`src/rtl/core/dual_waveform_tone_generator_top_macros.svh`:
```
// Assertion helpers for the tone generator.
`ifndef DUAL_WAVEFORM_TONE_GENERATOR_TOP_MACROS_SVH
`define DUAL_WAVEFORM_TONE_GENERATOR_TOP_MACROS_SVH

// Same-cycle implication, checked on every rising edge outside reset.
`define DWTG_ASSERT_NOW(lbl, ante, cons, msg) \
  lbl: assert property (@(posedge clk) disable iff (rst) (ante) |-> (cons)) else $error(msg);

// Next-cycle implication.
`define DWTG_ASSERT_NEXT(lbl, ante, cons, msg) \
  lbl: assert property (@(posedge clk) disable iff (rst) (ante) |=> (cons)) else $error(msg);

`endif

```
`src/rtl/core/dwtg_pkg.sv`:
```
package dwtg_pkg;

  localparam int FREQ_W  = 17;
  localparam int PHASE_W = 20;
  localparam int HP_W    = 19;
  localparam int SMP_W   = 16;

  localparam logic [PHASE_W-1:0] PHASE_MOD     = 20'd705600;
  localparam logic [PHASE_W-1:0] PHASE_HALF    = 20'd352800;
  localparam logic [PHASE_W-1:0] PHASE_QUARTER = 20'd176400;
  localparam logic [31:0]        HALF_PI_Q30   = 32'd1686629713;
  localparam logic [31:0]        Q30_ONE       = 32'h4000_0000;
  localparam logic [31:0]        AMPLITUDE     = 32'd32760;
  localparam logic [31:0]        CIRC_GAIN     = 32'd65520;
  localparam logic [42:0]        CIRC_OFFSET   = 43'd32760 << 26;

  // Angle scale split as q*A_COEF + floor(q*A_REM/PHASE_QUARTER)
  localparam logic [31:0] A_COEF = HALF_PI_Q30 / 32'(PHASE_QUARTER);
  localparam logic [31:0] A_REM  = HALF_PI_Q30 - A_COEF * 32'(PHASE_QUARTER);
  // PHASE_QUARTER is 16 * A_DIV, so the remainder term is divided in two steps
  localparam logic [31:0] A_DIV  = 32'(PHASE_QUARTER >> 4);

  // Reciprocals floor(2^32/d) for the constant divisions
  localparam logic [63:0] TWO_POW_32  = 64'h1_0000_0000;
  localparam logic [31:0] SERIES_DIV0 = 32'd156;
  localparam logic [31:0] RECIP_DIV0  = 32'(TWO_POW_32 / 64'd156);
  localparam logic [31:0] RECIP_A_DIV = 32'(TWO_POW_32 / 64'(A_DIV));

  // Horner divisors for the sine series, in order of use.
  function automatic logic [7:0] horner_div(input logic [2:0] idx);
    case (idx)
      3'd0: horner_div = 8'd110;
      3'd1: horner_div = 8'd72;
      3'd2: horner_div = 8'd42;
      3'd3: horner_div = 8'd20;
      3'd4: horner_div = 8'd6;
      default: horner_div = 8'd6;
    endcase
  endfunction

  // Matching reciprocals of the Horner divisors.
  function automatic logic [31:0] horner_recip(input logic [2:0] idx);
    case (idx)
      3'd0: horner_recip = 32'(TWO_POW_32 / 64'd110);
      3'd1: horner_recip = 32'(TWO_POW_32 / 64'd72);
      3'd2: horner_recip = 32'(TWO_POW_32 / 64'd42);
      3'd3: horner_recip = 32'(TWO_POW_32 / 64'd20);
      3'd4: horner_recip = 32'(TWO_POW_32 / 64'd6);
      default: horner_recip = 32'(TWO_POW_32 / 64'd6);
    endcase
  endfunction

endpackage

```
`src/rtl/core/dual_waveform_tone_generator_top.sv`:
```
// Processing an item uses up to two 64-step divisions on the shared restoring
// divider, a 27-step square root, seven constant divisions (reciprocal multiply,
// fix, adjust) and steps on the shared 32x32 multiplier.
// A new item is accepted only once the previous one has reached the output
// register, and later while that register is held by smp_stall.
// Reset (rst, synchronous) clears tone state and empties the output register.
`include "dual_waveform_tone_generator_top_macros.svh"

module dual_waveform_tone_generator_top
  import dwtg_pkg::*;
(
  input  logic                    clk,
  input  logic                    rst,
  input  logic                    req_valid,
  output logic                    req_stall,
  input  logic [FREQ_W-1:0]       tone_freq,
  input  logic                    tone_start,
  output logic                    smp_valid,
  input  logic                    smp_stall,
  output logic signed [SMP_W-1:0] sine_sample,
  output logic signed [SMP_W-1:0] circle_sample
);

  localparam logic [4:0] S_IDLE    = 5'd0;
  localparam logic [4:0] S_DIV     = 5'd1;
  localparam logic [4:0] S_HP      = 5'd2;
  localparam logic [4:0] S_CHECK   = 5'd3;
  localparam logic [4:0] S_MUL_A   = 5'd4;
  localparam logic [4:0] S_A       = 5'd5;
  localparam logic [4:0] S_MUL_A2  = 5'd6;
  localparam logic [4:0] S_T       = 5'd7;
  localparam logic [4:0] S_MUL_T   = 5'd8;
  localparam logic [4:0] S_T2      = 5'd9;
  localparam logic [4:0] S_MUL_S   = 5'd10;
  localparam logic [4:0] S_MUL_MAG = 5'd11;
  localparam logic [4:0] S_MUL_M   = 5'd12;
  localparam logic [4:0] S_MUL_PP  = 5'd13;
  localparam logic [4:0] S_R       = 5'd14;
  localparam logic [4:0] S_SQRT    = 5'd15;
  localparam logic [4:0] S_MUL_H   = 5'd16;
  localparam logic [4:0] S_DONE    = 5'd17;
  localparam logic [4:0] S_CD_MUL  = 5'd18;
  localparam logic [4:0] S_CD_FIX  = 5'd19;
  localparam logic [4:0] S_CD_ADJ  = 5'd20;

  logic [4:0]         state;
  logic [4:0]         ret_state;
  logic [FREQ_W-1:0]  cur_freq;
  logic [HP_W-1:0]    half_period;
  logic [PHASE_W-1:0] phase;
  logic [PHASE_W-1:0] pos;
  logic               neg;
  logic [17:0]        q;
  logic [31:0]        a;
  logic [31:0]        a2;
  logic [31:0]        t;
  logic [2:0]         idx;
  logic [36:0]        m;
  logic [SMP_W-1:0]   sine_res;
  logic [SMP_W-1:0]   circ_res;

  // Shared restoring divider
  logic [63:0] div_quo;
  logic [39:0] div_rem;
  logic [39:0] div_den;
  logic [6:0]  div_cnt;
  logic [40:0] rem_sh;
  logic        rem_ge;

  // Constant divider: reciprocal estimate, then one correction step
  logic [31:0] cd_n;
  logic [31:0] cd_r;
  logic [31:0] cd_d;
  logic [31:0] cd_q;
  logic [31:0] cd_rem;

  // Square root unit
  logic [53:0] sq_v;
  logic [53:0] sq_r;
  logic [53:0] sq_bit;
  logic [4:0]  sq_cnt;
  logic [53:0] sq_try;

  // Shared multiplier
  logic [31:0] mul_a;
  logic [31:0] mul_b;
  logic [63:0] prod;

  // Phase fold and wrap terms
  logic [PHASE_W-1:0] span;
  logic [PHASE_W-1:0] ph_w;
  logic [PHASE_W-1:0] pos_w;
  logic [PHASE_W-1:0] qa;
  logic [PHASE_W-1:0] qb;
  logic [PHASE_W-1:0] ph_adv;
  logic [PHASE_W-1:0] pos_adv;
  logic [42:0]        circ_p;
  logic [42:0]        circ_d;
  logic [31:0]        s_val;

  assign req_stall = (state != S_IDLE);

  assign rem_sh = {div_rem, div_quo[63]};
  assign rem_ge = (rem_sh >= {1'b0, div_den});
  assign sq_try = sq_r + sq_bit;

  // Operand select for the multiplier
  always_comb begin
    mul_a = '0;
    mul_b = '0;
    case (state)
      S_MUL_A:   begin mul_a = {14'd0, q};  mul_b = A_REM;       end
      S_A:       begin mul_a = {14'd0, q};  mul_b = A_COEF;      end
      S_MUL_A2:  begin mul_a = a;           mul_b = a;           end
      S_MUL_T:   begin mul_a = a2;          mul_b = t;           end
      S_CD_MUL:  begin mul_a = cd_n;        mul_b = cd_r;        end
      S_CD_FIX:  begin mul_a = cd_q;        mul_b = cd_d;        end
      S_MUL_S:   begin mul_a = a;           mul_b = t;           end
      S_MUL_MAG: begin mul_a = AMPLITUDE;   mul_b = t;           end
      S_MUL_M:   begin mul_a = {12'd0, pos}; mul_b = {12'd0, span - pos}; end
      S_MUL_PP:  begin mul_a = {13'd0, half_period}; mul_b = {13'd0, half_period}; end
      S_MUL_H:   begin mul_a = CIRC_GAIN;   mul_b = sq_r[31:0];  end
      default:   begin mul_a = '0;          mul_b = '0;          end
    endcase
  end
  assign prod = mul_a * mul_b;

  // Wrap, fold and advance terms
  always_comb begin
    span    = {half_period, 1'b0};
    ph_w    = (phase >= PHASE_MOD) ? '0 : phase;
    pos_w   = (pos >= span) ? '0 : pos;
    qa      = (ph_w >= PHASE_HALF) ? (ph_w - PHASE_HALF) : ph_w;
    qb      = (qa > PHASE_QUARTER) ? (PHASE_HALF - qa) : qa;
    ph_adv  = phase + PHASE_W'(cur_freq);
    if (ph_adv >= PHASE_MOD) ph_adv = ph_adv - PHASE_MOD;
    pos_adv = pos + 1'b1;
    if (pos_adv >= span) pos_adv = '0;
    circ_p  = prod[42:0];
    circ_d  = (circ_p >= CIRC_OFFSET) ? (circ_p - CIRC_OFFSET)
                                      : (CIRC_OFFSET - circ_p);
    s_val   = (prod[63:30] > 34'(Q30_ONE)) ? Q30_ONE : prod[61:30];
  end

  // Sequencer
  always_ff @(posedge clk) begin
    if (rst) begin
      state       <= S_IDLE;
      ret_state   <= S_IDLE;
      cur_freq    <= '0;
      half_period <= '0;
      phase       <= '0;
      pos         <= '0;
      smp_valid   <= 1'b0;
      div_cnt     <= '0;
      sq_cnt      <= '0;
      idx         <= '0;
    end else begin
      if (smp_valid && !smp_stall && state != S_DONE) smp_valid <= 1'b0;
      case (state)
        S_IDLE: begin
          if (req_valid) begin
            if (tone_start) begin
              cur_freq <= tone_freq;
              phase    <= '0;
              pos      <= '0;
              if (tone_freq != '0) begin
                div_quo   <= 64'(PHASE_HALF);
                div_rem   <= '0;
                div_den   <= 40'(tone_freq);
                div_cnt   <= 7'd64;
                ret_state <= S_HP;
                state     <= S_DIV;
              end else begin
                half_period <= '0;
                state       <= S_CHECK;
              end
            end else begin
              state <= S_CHECK;
            end
          end
        end
        S_DIV: begin
          div_rem <= rem_ge ? 40'(rem_sh - {1'b0, div_den}) : rem_sh[39:0];
          div_quo <= {div_quo[62:0], rem_ge};
          div_cnt <= div_cnt - 1'b1;
          if (div_cnt == 7'd1) state <= ret_state;
        end
        S_CD_MUL: begin
          cd_q  <= prod[63:32];
          state <= S_CD_FIX;
        end
        S_CD_FIX: begin
          cd_rem <= cd_n - prod[31:0];
          state  <= S_CD_ADJ;
        end
        S_CD_ADJ: begin
          if (cd_rem >= cd_d) cd_q <= cd_q + 1'b1;
          state <= ret_state;
        end
        S_HP: begin
          half_period <= div_quo[HP_W-1:0];
          state       <= S_CHECK;
        end
        S_CHECK: begin
          if (cur_freq != '0 && half_period >= HP_W'(2)) begin
            phase <= ph_w;
            pos   <= pos_w;
            neg   <= (ph_w >= PHASE_HALF);
            q     <= qb[17:0];
            state <= S_MUL_A;
          end else begin
            sine_res <= '0;
            circ_res <= '0;
            state    <= S_DONE;
          end
        end
        S_MUL_A: begin
          cd_n      <= {2'd0, prod[33:4]};
          cd_r      <= RECIP_A_DIV;
          cd_d      <= A_DIV;
          ret_state <= S_A;
          state     <= S_CD_MUL;
        end
        S_A: begin
          a     <= prod[31:0] + cd_q;
          state <= S_MUL_A2;
        end
        S_MUL_A2: begin
          a2        <= prod[61:30];
          cd_n      <= prod[61:30];
          cd_r      <= RECIP_DIV0;
          cd_d      <= SERIES_DIV0;
          ret_state <= S_T;
          state     <= S_CD_MUL;
        end
        S_T: begin
          t     <= Q30_ONE - cd_q;
          idx   <= '0;
          state <= S_MUL_T;
        end
        S_MUL_T: begin
          cd_n      <= prod[61:30];
          cd_r      <= horner_recip(idx);
          cd_d      <= 32'(horner_div(idx));
          ret_state <= S_T2;
          state     <= S_CD_MUL;
        end
        S_T2: begin
          t <= Q30_ONE - cd_q;
          if (idx == 3'd4) begin
            state <= S_MUL_S;
          end else begin
            idx   <= idx + 1'b1;
            state <= S_MUL_T;
          end
        end
        S_MUL_S: begin
          t     <= s_val;
          state <= S_MUL_MAG;
        end
        S_MUL_MAG: begin
          sine_res <= neg ? (16'd0 - prod[45:30]) : prod[45:30];
          state    <= S_MUL_M;
        end
        S_MUL_M: begin
          m     <= prod[36:0];
          state <= S_MUL_PP;
        end
        S_MUL_PP: begin
          div_quo   <= {1'b0, m, 26'd0};
          div_rem   <= '0;
          div_den   <= {3'd0, prod[36:0]};
          div_cnt   <= 7'd64;
          ret_state <= S_R;
          state     <= S_DIV;
        end
        S_R: begin
          sq_v   <= {div_quo[27:0], 26'd0};
          sq_r   <= '0;
          sq_bit <= 54'd1 << 52;
          sq_cnt <= 5'd27;
          state  <= S_SQRT;
        end
        S_SQRT: begin
          if (sq_v >= sq_try) begin
            sq_v <= sq_v - sq_try;
            sq_r <= (sq_r >> 1) + sq_bit;
          end else begin
            sq_r <= sq_r >> 1;
          end
          sq_bit <= sq_bit >> 2;
          sq_cnt <= sq_cnt - 1'b1;
          if (sq_cnt == 5'd1) state <= S_MUL_H;
        end
        S_MUL_H: begin
          circ_res <= (circ_p >= CIRC_OFFSET) ? circ_d[41:26] : (16'd0 - circ_d[41:26]);
          phase    <= ph_adv;
          pos      <= pos_adv;
          state    <= S_DONE;
        end
        S_DONE: begin
          if (!smp_valid || !smp_stall) begin
            smp_valid     <= 1'b1;
            sine_sample   <= sine_res;
            circle_sample <= circ_res;
            state         <= S_IDLE;
          end
        end
        default: state <= S_IDLE;
      endcase
    end
  end

  // Checks
  `DWTG_ASSERT_NEXT(a_busy_after_accept, req_valid && !req_stall, req_stall, "input not held")
  `DWTG_ASSERT_NOW(a_div_count_live, state == S_DIV, div_cnt != 7'd0, "divider count zero")
  `DWTG_ASSERT_NOW(a_hp_min, state == S_CHECK && cur_freq != '0, half_period >= HP_W'(2), "p < 2")

endmodule

```
`config.mk`:
```
export PLATFORM = sky130hd
export DESIGN_NAME = dual_waveform_tone_generator_top
export DESIGN_NICKNAME = d
export VERILOG_FILES = /design/src/rtl/core/dwtg_pkg.sv /design/src/rtl/core/dual_waveform_tone_generator_top.sv
export VERILOG_INCLUDE_DIRS = /design/src /design/src/rtl/core
export SDC_FILE = /design/constraint.sdc
export NUM_CORES = 2
export LEC_CHECK = 0
export BUFFER_PORTS_ARGS = -buffer_cell sky130_fd_sc_hd__buf_2
export CAP_MARGIN = 20
export CORE_MARGIN = 2
export CORE_UTILIZATION = 55
export DETAILED_ROUTE_END_ITERATION = 12
export GPL_ROUTABILITY_DRIVEN = 0
export PLACE_DENSITY = 0.71
export SETUP_SLACK_MARGIN = 0.5
export SLEW_MARGIN = 20
export SYNTH_ARGS = -nofsm -noshare
export SYNTH_HDL_FRONTEND = slang
export SYNTH_SLANG_ARGS = --single-unit
export TNS_END_PERCENT = 50
```
`constraint.sdc`:
```
create_clock -name clk -period 15.8 [get_ports clk]
set_clock_uncertainty 0.2 [all_clocks]
set_input_delay 1.58 -clock clk [delete_from_list [all_inputs] [get_ports clk]]
set_output_delay 1.58 -clock clk [all_outputs]
set_load 0.01 [all_outputs]
```
Word-level counts from Yosys, hierarchy flattened:

Index checks and enable logic that the tools add are counted.

* register bits: 784
* input bits: 22
* output and inout port bits: 34
* word-level logic and storage cells: 234

* add/sub/neg operators: 21
* $mul: 1
* magnitude comparators: 12
* equality and inequality tests: 40
* mux-type cells: 74
* bitwise operators: 1
* reductions and logical operators: 54

Operator list (count)
* $pmux 32 s9: 2
* $pmux 54 s2: 3
* $mux 40: 7
* $mux 64: 3
* $pmux 32 s2: 3
* $pmux 32 s3: 2
* $pmux 64 s3: 1
* $mux 20: 9
* $pmux 20 s3: 2
* $pmux 30 s4: 1
* $pmux 40 s3: 1
* $mux 54: 2
* $pmux 5 s19: 1
* $pmux 40 s2: 1
* $mul 32x32->64: 1
* $mux 32: 2
* $pmux 16 s2: 2
* $mux 19: 3
* $add 53x54->54: 1
* $add 54x54->54: 1
* $ge 54x54->1: 1
* $sub 54x54->54: 1
* $mux 16: 3
* $mux 5: 9
* 65 further kinds: 141

Longest topological paths before layout:

* depth after elaboration: 9
* gate-level depth with buffers: 57
* mapped depth without buffers: 55

Worst setup path before layout:

No wires, ideal clock.

* kind: reg-to-reg
* from: register half_period[0]
* to: register circ_res[14] (data pin)
* library setup time: 0.135 ns
* data arrival time: 12.876 ns
* data required time: 15.465 ns
* setup slack: 2.590 ns
* stages on the path, launching flop included: 50
* path buffers: 3
* period minus slack after synthesis: 13.210 ns
* cells stage by stage: dfxtp_1 -> inv_1 -> fa_1 -> nor2b_1 -> o21ai_0 -> a21boi_0 -> o21ai_0 -> a21boi_0 -> o21a_1 -> o21ai_0 -> a21oi_1 -> nor2_1 -> a2111oi_0 -> clkbuf_1 -> nor2_1 -> fa_1 -> inv_1 -> fa_1 -> [14 not listed] -> o21a_1 -> o31ai_1 -> inv_1 -> ha_1 -> and2_1 -> and3_2 -> a21oi_2 -> o21ai_2 -> clkbuf_1 -> a21oi_1 -> xnor2_1 -> ha_1 -> inv_1 -> a211o_1 -> o2bb2ai_1 -> or2_2 -> or4b_1 -> nand3_1

* longest elaborated chain between the ends: 8
* elaborated cells on any way between the ends: 11
* classes of those cells: 4 x add/sub; 1 x mul; 1 x order compare; 5 x mux

Ends and longest elaborated chain
* start, declared: line dual_waveform_tone_generator_top.sv:49 `logic [HP_W-1:0] half_period;`
* start signal, assigned: line dual_waveform_tone_generator_top.sv:202 `half_period <= div_quo[HP_W-1:0];`
* $sub 20x20->20: line dual_waveform_tone_generator_top.sv:120 `S_MUL_M: begin mul_a = {12'd0, pos}; mul_b = {12'd0, span - pos}; end`
* $pmux 32 s9: line dual_waveform_tone_generator_top.sv:111 `case (state)`
* $mul 32x32->64 *: line dual_waveform_tone_generator_top.sv:126 `assign prod = mul_a * mul_b;`
* named net prod[30]: line dual_waveform_tone_generator_top.sv:87 `logic [63:0] prod;`
* $sub 41x42->42, or another cell as far along: line dual_waveform_tone_generator_top.sv:141 `: (CIRC_OFFSET - circ_p);`
* $mux 42: line dual_waveform_tone_generator_top.sv:140 `circ_d = (circ_p >= CIRC_OFFSET) ? (circ_p - CIRC_OFFSET)`
* $sub 1x16->16: line dual_waveform_tone_generator_top.sv:297 `circ_res <= (circ_p >= CIRC_OFFSET) ? circ_d[41:26] : (16'd0 - circ_d[41:26]);`
* $mux 16 *: line dual_waveform_tone_generator_top.sv:297
* $pmux 16 s2 *: line dual_waveform_tone_generator_top.sv:160 `case (state)`
* end signal, assigned: line dual_waveform_tone_generator_top.sv:297
* end, declared: line dual_waveform_tone_generator_top.sv:60 `logic [SMP_W-1:0] circ_res;`

The timed path passes the listed nets; every way through them passes the cells marked *.
A chain may end at the register's enable or synchronous reset.

Worst setup path after layout:

* from: register pos[1]
* to: register t[7] (data pin)

* longest elaborated chain between the ends: 6
* elaborated cells on any way between the ends: 7
* classes of those cells: 1 x add/sub; 1 x mul; 1 x order compare; 4 x mux

Ends and longest elaborated chain
* start, declared: line dual_waveform_tone_generator_top.sv:51 `logic [PHASE_W-1:0] pos;`
* start signal, assigned: line dual_waveform_tone_generator_top.sv:208 `pos <= pos_w;`
* start signal, assigned: line dual_waveform_tone_generator_top.sv:299 `pos <= pos_adv;`
* $sub 20x20->20: line dual_waveform_tone_generator_top.sv:120
* $pmux 32 s9: line dual_waveform_tone_generator_top.sv:111
* $mul 32x32->64 *: line dual_waveform_tone_generator_top.sv:126
* named net prod[35]: line dual_waveform_tone_generator_top.sv:87
* $gt 34x31->1 *: line dual_waveform_tone_generator_top.sv:142 `s_val = (prod[63:30] > 34'(Q30_ONE)) ? Q30_ONE : prod[61:30];`
* $mux 32 *: line dual_waveform_tone_generator_top.sv:142
* $pmux 32 s2 *: line dual_waveform_tone_generator_top.sv:160
* end signal, assigned: line dual_waveform_tone_generator_top.sv:238 `t <= Q30_ONE - cd_q;`
* end signal, assigned: line dual_waveform_tone_generator_top.sv:250 `t <= Q30_ONE - cd_q;`
* end signal, assigned: line dual_waveform_tone_generator_top.sv:259 `t <= s_val;`
* end, declared: line dual_waveform_tone_generator_top.sv:56 `logic [31:0] t;`

Marked as above.

==> summary.md <==
| Metric | Value |
|---|---|
| Status | finished clean |
| Hold Crit Class | flip-flop to flip-flop |
| Register share of total power | 0.414 |
| Arrival time at the worst endpoint | 14960 ps |
| Tot GR Track Use | 0.385 |
| Yosys top cell area share | 0.232 |
| Root buffer cell | clkbuf_16 |
| DIE HEIGHT | 386 um |
| Slew headroom | 0.171 |
| Share of layout cells above drive strength 1 | 0.0632 |
| GRT overflow | 0 |
| Die X | 386 um |
| # DRC | 0 |
| Top-count cell post-synth | inv_1 |
| Sequential area share after synthesis | 0.258 |
| Post-Syn Area | 0.0801 mm2 |
| Post-Route WL | 286 mm |
| Dpl hpwl | 217 mm |
| I/O Pins | 56 |
| Post-CTS Hold Buffers | 0 |
| Yosys warns | 0 |
| Drt wl/cell | 26.5 um |
| Most area-hungry cell type in the Yosys netlist | edfxtp_1 |
| Syn_nets | 10384 |
| Area of the die | 0.149 mm2 |
| Seq. cell area | 0.0206 mm2 |
| Vias in the first global route | 68048 |
| CP max stage cell | fa_1 |
| Worst VDD drop | 0.0000868 V |
| Maxcap violations | 0 |
| Worst-path clk slew | 70 ps |
| Main synth FF type | edfxtp_1 |
| Post-synth top cells | inv_1 (1245), nand2_1 (1202), fa_1 (903), nor2_1 (788), edfxtp_1 (620) |
| P&R area growth vs syn | 7.07% |
| Crit. End Element | flip-flop |
| Critical path fanouts, max | 24 |
| Pint | 0.00370 W |
| Synthesized area per cell | 9.01 um2 |
| Final #Nets | 10290 |
| Final min period | 14700 ps |
| DR pass1 iterations | 11 |
| Row count | 140 |
| Sinks on Clock Net | 721 |
| Crit path required time | 16060 ps |
| CTS H-tree lvls | 3 |
| CTS tree | done |
| Comb pwr share | 0.253 |
| Top post-synthesis cells by area | edfxtp_1 (23%), fa_1 (23%), ha_1 (8.8%), inv_1 (5.8%), nand2_1 (5.6%) |
| Sw Ratio | 0.338 |
| Post-synth EDFFs | 620 |
| Net Sw Power | 0.00189 W |
| Fill cell count | 12371 |
| Clk_lat worst skew | 680 ps |
| DR vias | 69547 |
| Post-DRT Antenna Nets | 0 |
| Critical Path Source Type | flip-flop |
| Synth Register Bits | 721 |
| Max-slew violations | 0 |
| CP bufs+invs | 10 |
| Clock share of power | 0.333 |
| Period utilisation layout | 0.930 |
| Netlist cell types | 109 |
| Finished Layout Cells | 10788 |
| Initial antenna violation count | 16 |
| Asr flop ratio synth | 0 |
| Cell mode on critical path | fa_1 |
| RSZ-0062 raised after global routing | no |
| Cells after synthesis | 8897 |
| Inserted Clock Buffers | 74 |
| Multi-input gate area | 0.0536 mm2 |
| Fmax | 68.0 MHz |
| Static Leak | 36.9 nW |
| CTS Buffer Depth | 3 |
| Final setup fails | 0 |
| Final hold vios | 0 |
| Core area | 0.145 mm2 |
| Pwr/cell area | 65.0 mW/mm2 |
| Starting density of the core | 0.552 |
| Port bufs | 55 |
| Drt via density | 6.45 |
| Top delay family on crit path | adder cells |
| CP Class | flip-flop to flip-flop |
| Setup TNS | 0 ps |
| Number of DRC markers in iteration 0 | 9598 |
| Inst Count DP | 10639 |
| Max stage delay on crit path | 610 ps |
| Global-route wire length before repair | 425 mm |
| Largest net degree at the start of global routing | 82 |
| Worst slew pin tran | 1240 ps |
[flip-flops by register name, indices dropped and copies added (netlist names), 37 cells and up]
signal	flops
div_den	37
sq_r	54
div_rem	40
div_quo	64
m	37
sq_v	54
[routing by layer]
layer  vias up  GRT usage  part of all wire
li1      29567          -                 -
met1     33646      0.492              0.36
met2      5024      0.542              0.40
met3      1290      0.151              0.16
met4        20      0.247             0.084
met5         -          0           0.00046
[power groups by stage]
stage / combinational, W / sequential, W / clock, W
6_report: 0.00141 / 0.00231 / 0.00186
5_1_grt: 0.00151 / 0.00232 / 0.00192
4_1_cts: 0.00135 / 0.00230 / 0.00185
3_5_place_dp: 0.00134 / 0.00234 / 0
3_3_place_gp: 0.00131 / 0.00234 / 0
2_1_floorplan: 0.000902 / 0.00231 / 0
[cells by family after synthesis]
kind of cell               synth area share
adders and majority gates             0.313
AOI/OAI and AO/OA                     0.137
and+or+nand+nor                       0.164
DFF                                   0.258
buffers and inverters                0.0797
muxes                               0.00269
xor gates and xnor gates             0.0456
[stage by stage]
step | hold slack (ps) | power (W) | setup slack, ps | util | instance area [um2]
2_1_floorplan | 200 | 0.00321 | 2590 | - | 80100
3_3_place_gp | 202 | 0.00365 | 1480 | 0.572 | 83100
3_5_place_dp | 207 | 0.00368 | 1230 | 0.573 | 83200
4_1_cts | 222 | 0.00551 | 1100 | 0.590 | 85700
5_1_grt | 224 | 0.00575 | 525 | 0.591 | 85800
6_report | 220 | 0.00558 | 1100 | 0.591 | 85800
[timing repair]
action | in CTS | in global routing
endpoints found under the hold margin | 0 | 0
resized for setup | 0 | 11
setup endpoints to repair | 0 | 43
setup buffers | 0 | 1
[worst paths after layout]
path / startpoint / endpoint / slack (ps) / cells after the start
worst min register to register: circ_res[1]$_SDFFCE_PP0P_ / circle_sample[1]$_DFFE_PP_ / 220 / 0
worst min-delay path: circ_res[1]$_SDFFCE_PP0P_ / circle_sample[1]$_DFFE_PP_ / 220 / 0
worst max register to register: pos[1]$_SDFFE_PP0P_ / t[7]$_DFFE_PP_ / 1100 / 48
worst max-delay path: pos[1]$_SDFFE_PP0P_ / t[7]$_DFFE_PP_ / 1100 / 48
[final cells by class]
type | count | share of cell area
Clock inverter | 36 | 0.00413
Multi-Input combinational cell | 6483 | 0.625
Antenna cell | 11 | 0.000321
Inverter | 1257 | 0.0550
Timing Repair Buffer | 266 | 0.0224
Clock buffer | 97 | 0.0246
Tap cell | 1917 | 0.0280
Sequential cell | 721 | 0.241
[cells in the final DEF, fill, tap and decap left out, types with 25 or more instances in the layout]
master / synthesis / final
inv_1: 1245 / 1245
nand2_1: 1202 / 1201
fa_1: 903 / 903
nor2_1: 788 / 776
edfxtp_1: 620 / 620
ha_1: 562 / 562
a21oi_1: 414 / 409
o21ai_0: 390 / 387
xnor2_1: 254 / 253
buf_4: 1 / 202
nand3_1: 166 / 165
xor2_1: 156 / 156
and2_1: 124 / 122
nor3_1: 122 / 120
a21o_1: 112 / 112
dfxtp_1: 101 / 101
and3_1: 82 / 80
clkbuf_16: 0 / 79
a31oi_1: 75 / 75
a211oi_1: 80 / 64
a22o_1: 62 / 62
or3_1: 61 / 61
nor2b_1: 60 / 59
a22oi_1: 58 / 58
nor4_1: 62 / 58
buf_2: 18 / 54
nand4_1: 53 / 53
nand2b_1: 52 / 51
o211ai_1: 50 / 50
o31ai_1: 54 / 48
o21a_1: 48 / 46
o21bai_1: 42 / 42
or2_2: 28 / 28
or4_1: 28 / 27
a211o_1: 30 / 25
a221oi_1: 28 / 25
Power figures use the tool's default switching activity.
